<file path="src/hdl/csx_cmdq.sv">
module csx_cmdq #(
    parameter int WIDTH = 8,
    parameter int DEPTH = 2
) (
    input  logic             aclk,
    input  logic             aresetn,
    input  logic             push_valid,
    output logic             push_ready,
    input  logic [WIDTH-1:0] push_data,
    output logic             pop_valid,
    input  logic             pop_ready,
    output logic [WIDTH-1:0] pop_data
);

    localparam int PW = $clog2(DEPTH);
    localparam int CW = $clog2(DEPTH + 1);

    logic [WIDTH-1:0] slot_reg [DEPTH];
    logic [PW-1:0]    wr_ptr_reg, rd_ptr_reg;
    logic [CW-1:0]    count_reg;
    logic             do_push, do_pop;

    assign push_ready = (count_reg != CW'(DEPTH));
    assign pop_valid  = (count_reg != '0);
    assign pop_data   = slot_reg[rd_ptr_reg];
    assign do_push    = push_valid && push_ready;
    assign do_pop     = pop_valid && pop_ready;

    always_ff @(posedge aclk) begin
        if (do_push) begin
            slot_reg[wr_ptr_reg] <= push_data;
        end
        if (!aresetn) begin
            wr_ptr_reg <= '0;
            rd_ptr_reg <= '0;
            count_reg  <= '0;
        end else begin
            if (do_push) begin
                wr_ptr_reg <= (wr_ptr_reg == PW'(DEPTH - 1)) ? '0 : wr_ptr_reg + PW'(1);
            end
            if (do_pop) begin
                rd_ptr_reg <= (rd_ptr_reg == PW'(DEPTH - 1)) ? '0 : rd_ptr_reg + PW'(1);
            end
            if (do_push && !do_pop) begin
                count_reg <= count_reg + CW'(1);
            end else if (do_pop && !do_push) begin
                count_reg <= count_reg - CW'(1);
            end
        end
    end

    a_no_overflow: assert property (@(posedge aclk) disable iff (!aresetn)
        count_reg <= CW'(DEPTH))
        else $error("command queue overflow");

endmodule

</file>
<file path="config.mk">
export PLATFORM = sky130hd
export DESIGN_NAME = csx_cmdq
export DESIGN_NICKNAME = d
export VERILOG_FILES = /design/src/hdl/csx_cmdq.sv
export SDC_FILE = /design/constraint.sdc
export NUM_CORES = 1
export LEC_CHECK = 0
export BUFFER_PORTS_ARGS = -buffer_cell sky130_fd_sc_hd__buf_2
export CAP_MARGIN = 0
export CORE_UTILIZATION = 50
export DETAILED_ROUTE_END_ITERATION = 12
export PLACE_DENSITY = 0.77
export SLEW_MARGIN = 20
export SYNTH_ARGS = -nofsm -noshare
export SYNTH_HDL_FRONTEND = slang
export SYNTH_SLANG_ARGS = --single-unit
</file>
<file path="constraint.sdc">
create_clock -name aclk -period 3.6 [get_ports aclk]
set_clock_uncertainty 0.15 [all_clocks]
set_input_delay 0.54 -clock aclk [delete_from_list [all_inputs] [get_ports aclk]]
set_output_delay 0.54 -clock aclk [all_outputs]
set_load 0.05 [all_outputs]
</file>
==> flow_metrics.env <==
export IMPL_initialDrtViolationCount=1
export IMPL_p_leak_uw=0.000390
export IMPL_p_per_area_nw_per_um2=796
export IMPL_ioPinCount=22
export IMPL_slew_violations=0
export IMPL_fin_crit_sh_pct=59.0
export IMPL_slowest_delay_ns=0.54
export IMPL_grt_pass1_vias=438
export IMPL_max_freq_ghz=0.470
export IMPL_fin_ws_ns=1.47
export IMPL_first_pass_iters=3
export IMPL_final_cells=90
export IMPL_vias=451
export IMPL_rows=14
export IMPL_worst_pin_slew_ns=0.372
export IMPL_worst_skew_pair_late_latency_ns=0.31
export IMPL_ys_seq_elements=21
export IMPL_portBuffers=21
export IMPL_rsz0062_at_grt="no"
export IMPL_worst_path_max_fanout=8
export IMPL_initial_core_util_pct=53.7
export IMPL_power_internal_uw=450
export IMPL_holdCritPathClass="in -> reg"
export IMPL_final_cell_mix="buf_2 (21), edfxtp_1 (16), mux2_2 (8)"
export IMPL_crit_type="reg -> out"
export IMPL_crit_family="flip-flops"
export IMPL_gr_usage_met2_pct=21.2
export IMPL_placed_cells=86
export IMPL_coreArea_um2=1510
export IMPL_htreeDepth=1
export IMPL_gp_congestion=0.621
export IMPL_syn_area_per_cell_um2=16.2
export IMPL_largest_reg_flops=16
export IMPL_irDropWorstVdd_mv=0.490
export IMPL_status="finished, final reports clean"
export IMPL_placed_cell_area_um2=930
export IMPL_synth_area_leaders="edfxtp_1 (59%), dfxtp_1 (12%), mux2_2 (11%), xor2_1 (3.2%), nand2b_4 (1.7%)"
export IMPL_yosys_area_top_type="edfxtp_1"
export IMPL_cts_resized=0
export IMPL_timing_final_hold_violations=0
export IMPL_netlist_cell_type_count=17
export IMPL_postCtsSetupRepairBufs=0
export IMPL_via_per_inst=5.01
export IMPL_cp_required_ns=2.91
export IMPL_whs_ns=0.260
export IMPL_syn_nets=63
export IMPL_synth_top_area_share_pct=59.4
export IMPL_startpoint_type="register"
export IMPL_postRouteAntennaNets=0
export IMPL_route_detailed_drc=0
export IMPL_grt_pass1_wl_um=1750
export IMPL_grtUsageMet3_pct=4.31
export IMPL_die_area_um2=1780
export IMPL_routedWlPerCell_um=12.3
export IMPL_routed_wirelength_um=1110
export IMPL_p_switching_uw=312
export IMPL_synth_yosys_seq_area_share_pct=71.7
export IMPL_track_usage_pct=14.6
export IMPL_seqPwrFrac_pct=44.5
export IMPL_power_frac_comb_pct=40.6
export IMPL_stdcell_area_um2=957
export IMPL_ys_warn_count=0
export IMPL_diodes=0
export IMPL_synth_cells=50
export IMPL_cts_root_buffer="clkbuf_4"
export IMPL_die_y_um=42.2
export IMPL_met1_usage_pct=16.5
export IMPL_die_w_um=42.2
export IMPL_final_setup_tns_ns=0
export IMPL_relSlewSlack_pct=75.2
export IMPL_layout_drive_gt1_share_pct=48.6
export IMPL_synthesis_area_um2=810
export IMPL_grt_max_degree=13
export IMPL_globalRouteOverflowTotal=0
export IMPL_cts_made_buffers=3
export IMPL_grt_antenna_before_repair=0
export IMPL_path_clk_slew_ns=0.11
export IMPL_clockBufferDepth=2
export IMPL_busiest_layer="met2"
export IMPL_areaGrowthSynthToFinish_pct=18.2
export IMPL_switching_share_pct=40.9
export IMPL_clkPwrFrac_pct=14.9
export IMPL_path_cells="mux2_2 > buf_2"
export IMPL_layout_min_cycle_time_ns=2.13
export IMPL_holdBufCountCts=0
export IMPL_cp_buffers_inverters=1
export IMPL_final_nets=88
export IMPL_tritoncts="built"
export IMPL_crit_arrival_ns=1.44
export IMPL_cp_end_kind="output pin"
export IMPL_dp_hpwl_um=796
export IMPL_finalSetupViolations=0
export IMPL_maxCapViolCount=0
export IMPL_cp_slowest_cell="dfxtp_1"
export IMPL_dpl_worst_slack_ns=1.78
export IMPL_final_common_cell="buf_2"
export IMPL_clock_sinks=21
layout make-up:
type / instances / area, µm²
Multi-Input combinational cell: 26 / 216
Sequential cell: 21 / 581
Fill cell: 118 / 549
Clock buffer: 3 / 22.5
Inverter: 2 / 7.51
Timing Repair Buffer: 21 / 105
Clock inverter: 1 / 5.00
Tap cell: 16 / 20.0
cells by family (layout without fill, tap and decap cells):
| family | after synthesis | after routing | share of synthesized area [%] |
|---|---|---|---|
| adders and majority gates | 1 | 1 | 1.55 |
| xor gates and xnor gates | 3 | 3 | 3.25 |
| DFF | 21 | 21 | 71.7 |
| AOI/OAI and AO/OA | 5 | 5 | 3.71 |
| and+or+nand+nor | 9 | 9 | 7.11 |
| muxes | 8 | 8 | 11.1 |
| buffers and inverters | 3 | 27 | 1.55 |
per-stage QoR:
stage | power [µW] | utilization [%]
floorplan | 599 | -
global placement | 652 | 61.7
detailed placement | 659 | 61.7
CTS | 771 | 63.5
global route | 798 | 63.5
finish | 762 | 63.5
per-layer routing:
layer	routed length [µm]	up-vias
met1	511	202
li1	-	230
met3	55	5
met2	490	14
met4	52	0
met5	0	-
worst paths after layout:
kind | from | to | slack [ns] | cells after the start
setup / recovery | register | pop_data[5] | 1.47 | 2
hold / removal | push_data[7] | slot_reg[0][7] | 0.26 | 1
setup reg to reg | count_reg[0] | count_reg[1] | 1.88 | 5
hold reg to reg | rd_ptr_reg | register | 0.38 | 2
worst reg2reg max path, cell delays in order, from the launching register on:
cell	delay [ns]
dfxtp_1	0.37
nand2b_4	0.17
and2_1	0.16
ha_1	0.31
or3_1	0.37
a21oi_1	0.13
synth_stat cells:
cell and instances:
a21bo_2 1, a21oi_1 2, and2_1 1, and3_1 1
buf_2 1, dfxtp_1 5, edfxtp_1 16, ha_1 1
inv_1 2, mux2_2 8, nand2b_4 1, nand3b_1 1
nor2_1 3, o21ai_0 2, or2_2 1, or3_1 1
xor2_1 3
power groups by stage:
stage,combinational [µW],clock [µW],sequential [µW]
2_1_floorplan,270,0,329
3_3_place_gp,308,0,344
3_5_place_dp,313,0,346
4_1_cts,313,117,341
5_1_grt,328,125,346
6_report,310,113,339
No activity file was read; power rests on OpenSTA's default activity.
