[config.mk]
export PLATFORM = sky130hd
export DESIGN_NAME = csx_front
export DESIGN_NICKNAME = d
export VERILOG_FILES = /design/src/hdl/csx_pkg.sv /design/src/hdl/csx_ram.sv /design/src/hdl/csx_front.sv
export SDC_FILE = /design/constraint.sdc
export NUM_CORES = 1
export LEC_CHECK = 0
export BUFFER_PORTS_ARGS = -buffer_cell sky130_fd_sc_hd__buf_2
export CORE_MARGIN = 3
export CORE_UTILIZATION = 45
export CTS_CLUSTER_DIAMETER = 80
export DETAILED_ROUTE_END_ITERATION = 7
export PLACE_DENSITY_LB_ADDON = 0.08
export RECOVER_POWER = 50
export SLEW_MARGIN = 20
export SYNTH_ARGS = -nofsm -noshare
export SYNTH_HDL_FRONTEND = slang
export SYNTH_SLANG_ARGS = --single-unit
[constraint.sdc]
create_clock -name aclk -period 6.3 [get_ports aclk]
set_input_delay 0.315 -clock aclk [delete_from_list [all_inputs] [get_ports aclk]]
set_output_delay 0.315 -clock aclk [all_outputs]
set_load 0.01 [all_outputs]
[src/hdl/csx_pkg.sv]
package csx_pkg;

    localparam int DEF_MAX_FUNCS   = 256;
    localparam int DEF_STACK_DEPTH = 64;
    localparam int DEF_TIME_BITS   = 32;

    localparam logic [8:0] NUM_FUNCS_RESET = 9'd256;

    typedef enum logic [1:0] {
        OP_START = 2'd0,
        OP_END   = 2'd1,
        OP_READ  = 2'd2
    } op_t;

    typedef enum logic [1:0] {
        ST_OK    = 2'd0,
        ST_EMPTY = 2'd1,
        ST_FULL  = 2'd2,
        ST_RANGE = 2'd3
    } status_t;

    // control half of one command from front to back
    typedef struct packed {
        logic       do_add;
        logic       report_ok;
        status_t    status;
        logic [7:0] rid;
    } ctl_t;

endpackage

[src/hdl/csx_ram.sv]
module csx_ram #(
    parameter int WIDTH = 8,
    parameter int DEPTH = 64
) (
    input  logic                     aclk,
    input  logic                     we,
    input  logic [$clog2(DEPTH)-1:0] waddr,
    input  logic [WIDTH-1:0]         wdata,
    input  logic [$clog2(DEPTH)-1:0] raddr,
    output logic [WIDTH-1:0]         rdata
);

    logic [WIDTH-1:0] mem [DEPTH];
    logic [WIDTH-1:0] rdata_reg;

    always_ff @(posedge aclk) begin
        if (we) begin
            mem[waddr] <= wdata;
        end
        rdata_reg <= mem[raddr];
    end

    assign rdata = rdata_reg;

endmodule

[src/hdl/csx_front.sv]
module csx_front #(
    parameter int MAX_FUNCS   = csx_pkg::DEF_MAX_FUNCS,
    parameter int STACK_DEPTH = csx_pkg::DEF_STACK_DEPTH,
    parameter int TIME_BITS   = csx_pkg::DEF_TIME_BITS
) (
    input  logic                 aclk,
    input  logic                 aresetn,
    input  logic                 s_tvalid,
    output logic                 s_tready,
    input  logic [1:0]           s_tuser,
    input  logic [39:0]          s_tdata,
    input  logic                 cfg_wr_en,
    input  logic [8:0]           cfg_wr_data,
    input  logic                 clr_busy,
    output logic                 cmd_valid,
    input  logic                 cmd_ready,
    output csx_pkg::ctl_t        cmd_ctl,
    output logic [TIME_BITS:0]   cmd_delta
);

    localparam int CW  = $clog2(STACK_DEPTH + 1);
    localparam int SAW = $clog2(STACK_DEPTH);

    typedef enum logic {F_IDLE, F_EXEC} fstate_t;

    fstate_t              state_reg;
    logic [1:0]           op_reg;
    logic [7:0]           id_reg;
    logic [TIME_BITS-1:0] t_reg, mark_reg, mark_next;
    logic [CW-1:0]        count_reg, count_next, count_dec;
    logic [8:0]           nf_reg;
    logic [7:0]           top;
    logic                 stk_we;
    logic [TIME_BITS-1:0] diff;
    logic                 t_ge;
    logic                 fire;

    function automatic logic id_in_range(logic [7:0] id, logic [8:0] nf);
        return ({1'b0, id} < nf) && (32'(id) < MAX_FUNCS);
    endfunction

    assign count_dec = count_reg - CW'(1);
    assign s_tready  = (state_reg == F_IDLE) && !clr_busy;
    assign diff      = t_reg - mark_reg;
    assign t_ge      = (t_reg >= mark_reg);
    assign fire      = (state_reg == F_EXEC) && cmd_ready;
    assign cmd_valid = (state_reg == F_EXEC);

    csx_ram #(.WIDTH(8), .DEPTH(STACK_DEPTH)) u_stack (
        .aclk  (aclk),
        .we    (stk_we && fire),
        .waddr (count_reg[SAW-1:0]),
        .wdata (id_reg),
        .raddr (count_dec[SAW-1:0]),
        .rdata (top)
    );

    always_comb begin
        cmd_ctl.do_add = 1'b0;
        cmd_ctl.status = csx_pkg::ST_OK;
        cmd_ctl.rid    = id_reg;
        cmd_delta      = '0;
        stk_we         = 1'b0;
        count_next     = count_reg;
        mark_next      = mark_reg;
        case (csx_pkg::op_t'(op_reg))
            csx_pkg::OP_START: begin
                if (!id_in_range(id_reg, nf_reg)) begin
                    cmd_ctl.status = csx_pkg::ST_RANGE;
                end else if (count_reg == CW'(STACK_DEPTH)) begin
                    cmd_ctl.status = csx_pkg::ST_FULL;
                end else begin
                    if (count_reg != '0) begin
                        cmd_ctl.do_add = 1'b1;
                        cmd_ctl.rid    = top;
                        cmd_delta      = t_ge ? {1'b0, diff} : '0;
                    end
                    stk_we     = 1'b1;
                    count_next = count_reg + CW'(1);
                    mark_next  = t_reg;
                end
            end
            csx_pkg::OP_END: begin
                if (count_reg == '0) begin
                    cmd_ctl.status = csx_pkg::ST_EMPTY;
                end else begin
                    cmd_ctl.do_add = 1'b1;
                    cmd_ctl.rid    = top;
                    cmd_delta      = t_ge ? ({1'b0, diff} + (TIME_BITS+1)'(1)) : '0;
                    count_next     = count_dec;
                    mark_next      = (t_reg == '1) ? t_reg : t_reg + TIME_BITS'(1);
                end
            end
            default: begin
                if (!id_in_range(id_reg, nf_reg)) begin
                    cmd_ctl.status = csx_pkg::ST_RANGE;
                end
            end
        endcase
        cmd_ctl.report_ok = id_in_range(cmd_ctl.rid, nf_reg);
    end

    always_ff @(posedge aclk) begin
        if (s_tvalid && s_tready) begin
            op_reg <= s_tuser;
            id_reg <= s_tdata[7:0];
            t_reg  <= TIME_BITS'(s_tdata[39:8]);
        end
        if (!aresetn) begin
            state_reg <= F_IDLE;
            count_reg <= '0;
            mark_reg  <= '0;
            nf_reg    <= csx_pkg::NUM_FUNCS_RESET;
        end else begin
            if (cfg_wr_en) begin
                nf_reg <= cfg_wr_data;
            end
            case (state_reg)
                F_IDLE: begin
                    if (s_tvalid && s_tready) begin
                        state_reg <= F_EXEC;
                    end
                end
                F_EXEC: begin
                    if (fire) begin
                        count_reg <= count_next;
                        mark_reg  <= mark_next;
                        state_reg <= F_IDLE;
                    end
                end
                default: state_reg <= F_IDLE;
            endcase
        end
    end

    a_count_bound: assert property (@(posedge aclk) disable iff (!aresetn)
        count_reg <= CW'(STACK_DEPTH))
        else $error("stack count beyond depth");

    a_one_at_a_time: assert property (@(posedge aclk) disable iff (!aresetn)
        s_tvalid && s_tready |=> !s_tready && cmd_valid)
        else $error("item taken while another is in work");

endmodule

==> results of run 1 <==
-- per-layer routing --
layer  global-route usage  wire [um]  up-vias
met2                0.353      33000      483
met3               0.0383       4370       95
li1                     -          -     7105
met1                0.340      32800     8200
met5                    0         31        -
met4               0.0577       1370        6
-- worst min-delay path, stage by stage --
cell and delay (ps):
buf_2 120, mux2i_1 80, nor2b_1 100
-- cell usage after synthesis, types with 20 or more instances --
master	count
a21oi_1	53
nand4_1	27
clkbuf_1	59
o211a_1	25
edfxtp_1	554
nor2b_1	20
o21ai_0	48
dfxtp_1	57
inv_1	55
xnor2_1	44
xor2_1	42
nor2_1	119
nand2_1	96
mux4_2	168
ha_1	50
nand3_1	42
-- power groups by stage --
stage | clock [mW] | combinational, mW | sequential [mW]
floorplan | 0 | 0.305 | 4.55
global placement | 0 | 0.486 | 4.54
detailed placement | 0 | 0.489 | 4.54
CTS | 3.96 | 0.514 | 4.46
global route | 4.12 | 0.556 | 4.47
finish | 3.87 | 0.511 | 4.47
-- cell type report --
class / count / area, um^2
diodes: 1 / 2.50
flip-flops and latches: 611 / 17800
clock buffers: 86 / 1770
repair buffers: 178 / 1160
multi-input cells: 960 / 9030
well taps: 773 / 967
inverters: 55 / 206
clock inverters: 30 / 377
fillers: 4908 / 28200
-- through the flow --
stage | power [mW] | hold slack (ps)
global route | 9.14 | 81.1
detailed placement | 5.03 | 487
CTS | 8.93 | 9.05
global placement | 5.03 | 483
finish | 8.84 | 53.3
floorplan | 4.86 | 414
-- cells by family after synthesis --
kind of cell / Yosys count
and+or+nand+nor: 412
AOI/OAI and AO/OA: 222
muxes: 188
DFF: 611
xor gates and xnor gates: 87
adders and majority gates: 51
buffers and inverters: 138
-- what timing repair did --
action / 4_1_cts / 5_1_grt
hold buffers: 47 / 0
resized for setup: 0 / 0
hold endpoints to repair: 47 / 0
-- worst min path at each step --
stage               cells past startpoint  slack (ps)      endpoint
floorplan                               0         410     id_reg[0]
global placement                        1         480  mark_reg[31]
detailed placement                      1         490  mark_reg[30]
CTS                                     1           9     id_reg[0]
global route                            3          80     nf_reg[5]
finish                                  3          50     nf_reg[5]
==> flow_metrics.tcl, run 1 <==
set metrics [dict create \
    async_flop_share 0 \
    num_rows 89 \
    reg2reg_from "count_reg[0]" \
    postRouteAntennaNets 0 \
    r2r-end "u_stack.rdata[2]" \
    wirelength_um 71600 \
    post-route-min-period_ps 5500 \
    leakage_nw 10.2 \
    cp-endpoint "cmd_ctl[10]" \
    synth_top_area_share 0.610 \
    ys.flop_type "edfxtp_1" \
    fp.dieW_um 252 \
    drv_slew 607 \
    setup.worst_path.start "id_reg[2]" \
    clk_pin_slew_ps 60 \
    violations "capacitance limit, slew limit" \
    vias_per_cell 5.90 \
    gp_congestion 0.895 \
    remaining_drc_errors 0 \
    hold_violations 0 \
    vias 15889 \
    ys_ff_latch 611 \
    path_class "flip-flop to output pin" \
    slowest_stage "clkbuf_1" \
    synth-seq-area-share 0.652 \
    synth_edf_count 554 \
    grt_pass1_vias 15982 \
    dieArea_um2 63600 \
    drtPass1Iterations 5 \
    syn-cell-area_um2 27300 \
    power_frac_seq 0.505 \
    worstPathCellList "clkbuf_1 -> mux2_2 -> ha_1 -> a21o_1 -> a21o_1 -> a21oi_1 -> nor2b_1 -> o21ai_0 -> nand2b_1 -> a21oi_1 -> o32a_1 -> buf_2" \
    start_kind "flip-flop" \
    synth_area_leaders "edfxtp_1 61%, mux4_2 14%, dfxtp_1 4.2%" \
    p_comb_frac 0.058 \
    numCtsBuffers 66 \
    die_y_um 252 \
    grt_first_pass_wirelength_um 106000 \
    maxCapViolCount 10 \
    outcome "finished, violations left" \
    drive_gt1_frac 0.210 \
    synth_simple_gate_area_frac 0.0748 \
    min_period_over_period 0.872 \
    yosys.area.top_type "edfxtp_1" \
    power_switching_share 0.218 \
    clock_skew_ps 23.5 \
    grt.total_usage 0.228 \
    p_clk_frac 0.437 \
    powerDensity_nw_per_um2 283 \
    tritoncts "built" \
    ys_types 72 \
    synth_top_family_by_area "multiplexers" \
    clock_path_buffers 3 \
    postLayoutCoreUtil 0.526 \
    drt_iter0_markers 1422 \
    ios 104 \
    crit_required_ps 5980 \
    finalInstanceArea_um2 31300 \
    rr_worst_depth 6 \
    dpl_cell_area_um2 28700 \
    holdCritStartpoint "cfg_wr_data[5]" \
    synth_fp_nets 1817 \
    initial_core_util 0.459 \
    hp-class "primary input to flip-flop" \
    place_inst 2530 \
    cp_num_buf_inv 2 \
    p_int_mw 6.92 \
    area_growth_pct 14.7 \
    clock_sinks 611 \
    clock_latency_ps 600 \
    core-area_um2 59500 \
    ir_drop_v 0.000211 \
    cp-end-kind "output pin" \
    cp.depth 12 \
    cts-htree-levels 3 \
    critPathMaxStageDelay_ps 2230 \
    io_buffers 103 \
    largest_register_ffs 512 \
    setup_ws_ps 804 \
    final_common_cell "edfxtp_1" \
    grt_max_degree 101 \
    final_cell_mix "554 x edfxtp_1, 168 x mux4_2, 119 x nor2_1" \
    critPathTopFamily "buffers and inverters" \
    layout.cells.non_filler 2694 \
    synth-compound-area-share 0.0557 \
    cp.arrival_ps 5180 \
    synth_warnings 0 \
    syn_area_per_cell_um2 16.0 \
    tightest_slew_ps 3220 \
    dpl_worst_slack_ps 1440 \
    synth_xor_area_frac 0.0282 \
    yosys-mux-area-fraction 0.146 \
    path_max_fanout 65 \
    fmax_ghz 0.182 \
    post-cts-setup-buffer-count 0 \
    hpwl_um 47300 \
    antenna_found_initial 6 \
    clock_tree.root_cell "clkbuf_16" \
    power.net_switching_mw 1.92 \
    setup_tns_ps 0 \
    rsz0062_at_grt "no" \
    slew_headroom -1.15 \
    synthAdderAreaFrac 0.0237 \
    nets 1980 \
    r2r_slack_ps 2050 \
    overflow 0 \
    wl_per_cell_um 26.6 \
    setup_viol 0 \
    synth_cells 1709 \
]
Note: power is estimated with default switching activity, not from simulation.
==> run 2, diff against run 1 <==
Settings changed: CTS_CLUSTER_DIAMETER 80 to not set, SYNTH_HIERARCHICAL set to 1.
==> flow_metrics.tcl, run 2 <==
set metrics [dict create \
    outcome "finished, violations left" \
    violations "capacitance limit, slew limit" \
    grt.total_usage 0.224 \
    clock_latency_ps 610 \
    largest_register_ffs 512 \
    num_rows 90 \
    met1_usage 0.304 \
    setup_viol 0 \
    synth_xor_area_frac 0.0214 \
    drive_gt1_frac 0.190 \
    synth_top_family_by_area "multiplexers" \
    fmax_ghz 0.186 \
    yosys.area.top_type "edfxtp_1" \
    synth_top_area_share 0.598 \
    cts-htree-levels 3 \
    rr_worst_depth 10 \
    synth-seq-area-share 0.639 \
    synth_edf_count 554 \
    core-area_um2 60800 \
    hp-class "primary input to flip-flop" \
    synthAdderAreaFrac 0.0232 \
    hold_violations 0 \
    path_max_fanout 65 \
    cts_hold_buffers 51 \
    drt_iter0_markers 1462 \
    slew_headroom -1.10 \
    initial_core_util 0.458 \
    met2_usage 0.362 \
    tritoncts "built" \
    final_common_cell "edfxtp_1" \
    syn-cell-area_um2 27800 \
    critPathTopFamily "buffers and inverters" \
    path_class "flip-flop to output pin" \
    syn_area_per_cell_um2 14.9 \
    cp.arrival_ps 5050 \
    synth_simple_gate_area_frac 0.0916 \
    async_flop_share 0 \
    drv_slew 622 \
    ys_top_cells_by_count "554 x edfxtp_1, 141 x nor2_1, 126 x mux4_2" \
    layout.cells.non_filler 2857 \
    grt_first_pass_wirelength_um 107000 \
    grt_max_degree 66 \
    synth_cells 1866 \
    gp_congestion 0.881 \
    ys.flop_type "edfxtp_1" \
    crit_required_ps 5980 \
    post_cts_resized 0 \
    post-route-min-period_ps 5360 \
    synth_area_leaders "edfxtp_1 60%, mux4_2 10%, dfxtp_1 4.1%" \
    ys_ff_latch 611 \
    worstPathCellList "clkbuf_1 -> mux2_2 -> ha_1 -> a21o_1 -> a21o_1 -> a21oi_1 -> nor2b_1 -> o21ai_0 -> nand2b_1 -> a21oi_1 -> o21a_1 -> buf_2" \
    clock_path_buffers 3 \
    remaining_drc_errors 0 \
    cp.depth 12 \
    fp.dieW_um 255 \
    clk_pin_slew_ps 70 \
    vias 16991 \
    post-cts-setup-buffer-count 0 \
    wirelength_um 72300 \
    die_y_um 255 \
    synth_warnings 6 \
    vias_per_cell 5.95 \
    ys_types 83 \
    place_inst 2685 \
    grtUsageMet3 0.0519 \
    synth.most_common_cell "edfxtp_1" \
    postRouteAntennaNets 0 \
    slowest_stage "clkbuf_1" \
    leakage_nw 11.0 \
    min_path_cells 3 \
    rsz0062_at_grt "no" \
    ios 104 \
    area_growth_pct 14.6 \
    clock_tree.root_cell "clkbuf_16" \
    drtPass1Iterations 5 \
    grt_pass1_vias 16591 \
    powerDensity_nw_per_um2 287 \
    maxCapViolCount 10 \
    start_kind "flip-flop" \
    final_cell_mix "554 x edfxtp_1, 140 x nor2_1, 126 x mux4_2" \
    ir_drop_v 0.000206 \
    clock_skew_ps 20.5 \
    hpwl_um 47700 \
    critPathMaxStageDelay_ps 2140 \
    nets 2130 \
    setup_tns_ps 0 \
    antenna_found_initial 8 \
    wl_per_cell_um 25.3 \
    synth-compound-area-share 0.0749 \
    min_period_over_period 0.851 \
    cp_num_buf_inv 2 \
    io_buffers 103 \
    clock_sinks 611 \
    tightest_slew_ps 3140 \
    busiest_layer "met2" \
    yosys-mux-area-fraction 0.124 \
    synth_fp_nets 1974 \
    dieArea_um2 64900 \
    overflow 0 \
    numCtsBuffers 66 \
    cp-end-kind "output pin" \
]
==> run 2: cell count changes after synthesis, sizes merged, moves of 10 or more <==
cell	change
nand2	+16
xor2	-14
o21ai	+14
mux2i	+23
o22ai	+12
clkbuf	-10
mux4	-42
buf	+22
a21o	+10
mux2	+16
nor2	+22
==> run 2: cell type report <==
cell class,count,area (um^2)
Antenna cell,3,7.51
Inverter,57,224
Multi-Input combinational cell,1103,9380
Clock buffer,82,1780
Timing Repair Buffer,183,1200
Tap cell,782,978
Fill cell,5078,28900
Sequential cell,611,17800
Clock inverter,36,564
==> run 2: where the power goes <==
part	switching [mW]	internal, mW
sequential	0.0240	4.44
combinational	0.333	0.202
clock	1.63	2.53
total	1.99	7.17
==> run 2: logic make-up after synthesis <==
kind of cell	after synthesis
xor+xnor	66
compound gates	298
simple gates	503
mux	185
buf+inv	152
fa+ha+maj	51
flops	611
==> run 2: routing by layer <==
layer  up-vias  routed length, um
li1       7658                  -
met1      8703              30800
met2       493              34600
met3       127               4710
met4        10               2140
met5         -                 65
==> run 2: tightest hold or removal path: stages <==
cell and delay, ps:
buf_2 130, nor2b_1 100, o21a_1 110
==> run 2: final timing paths <==
path / endpoint / from / slack (ps)
worst min register to register: mark_reg[26] / mark_reg[26] / 500
worst min-delay path: cmd_valid / cmd_ready / 90
worst max-delay path: cmd_ctl[10] / id_reg[2] / 940
worst max register to register: u_stack/mem[22][7] / count_reg[0] / 1820
==> run 2: stage by stage <==
step / hold slack [ps] / cell area (um^2) / utilization / power (mW) / worst slack, ps
finish: 87.2 / 31900 / 0.525 / 9.15 / 936
global route: 100 / 31900 / 0.525 / 9.45 / 414
CTS: 62.1 / 31900 / 0.525 / 9.24 / 1110
detailed placement: 488 / 29100 / 0.478 / 5.05 / 1760
global placement: 483 / 29100 / 0.478 / 5.05 / 1840
floorplan: 414 / 27800 / - / 4.87 / 1410
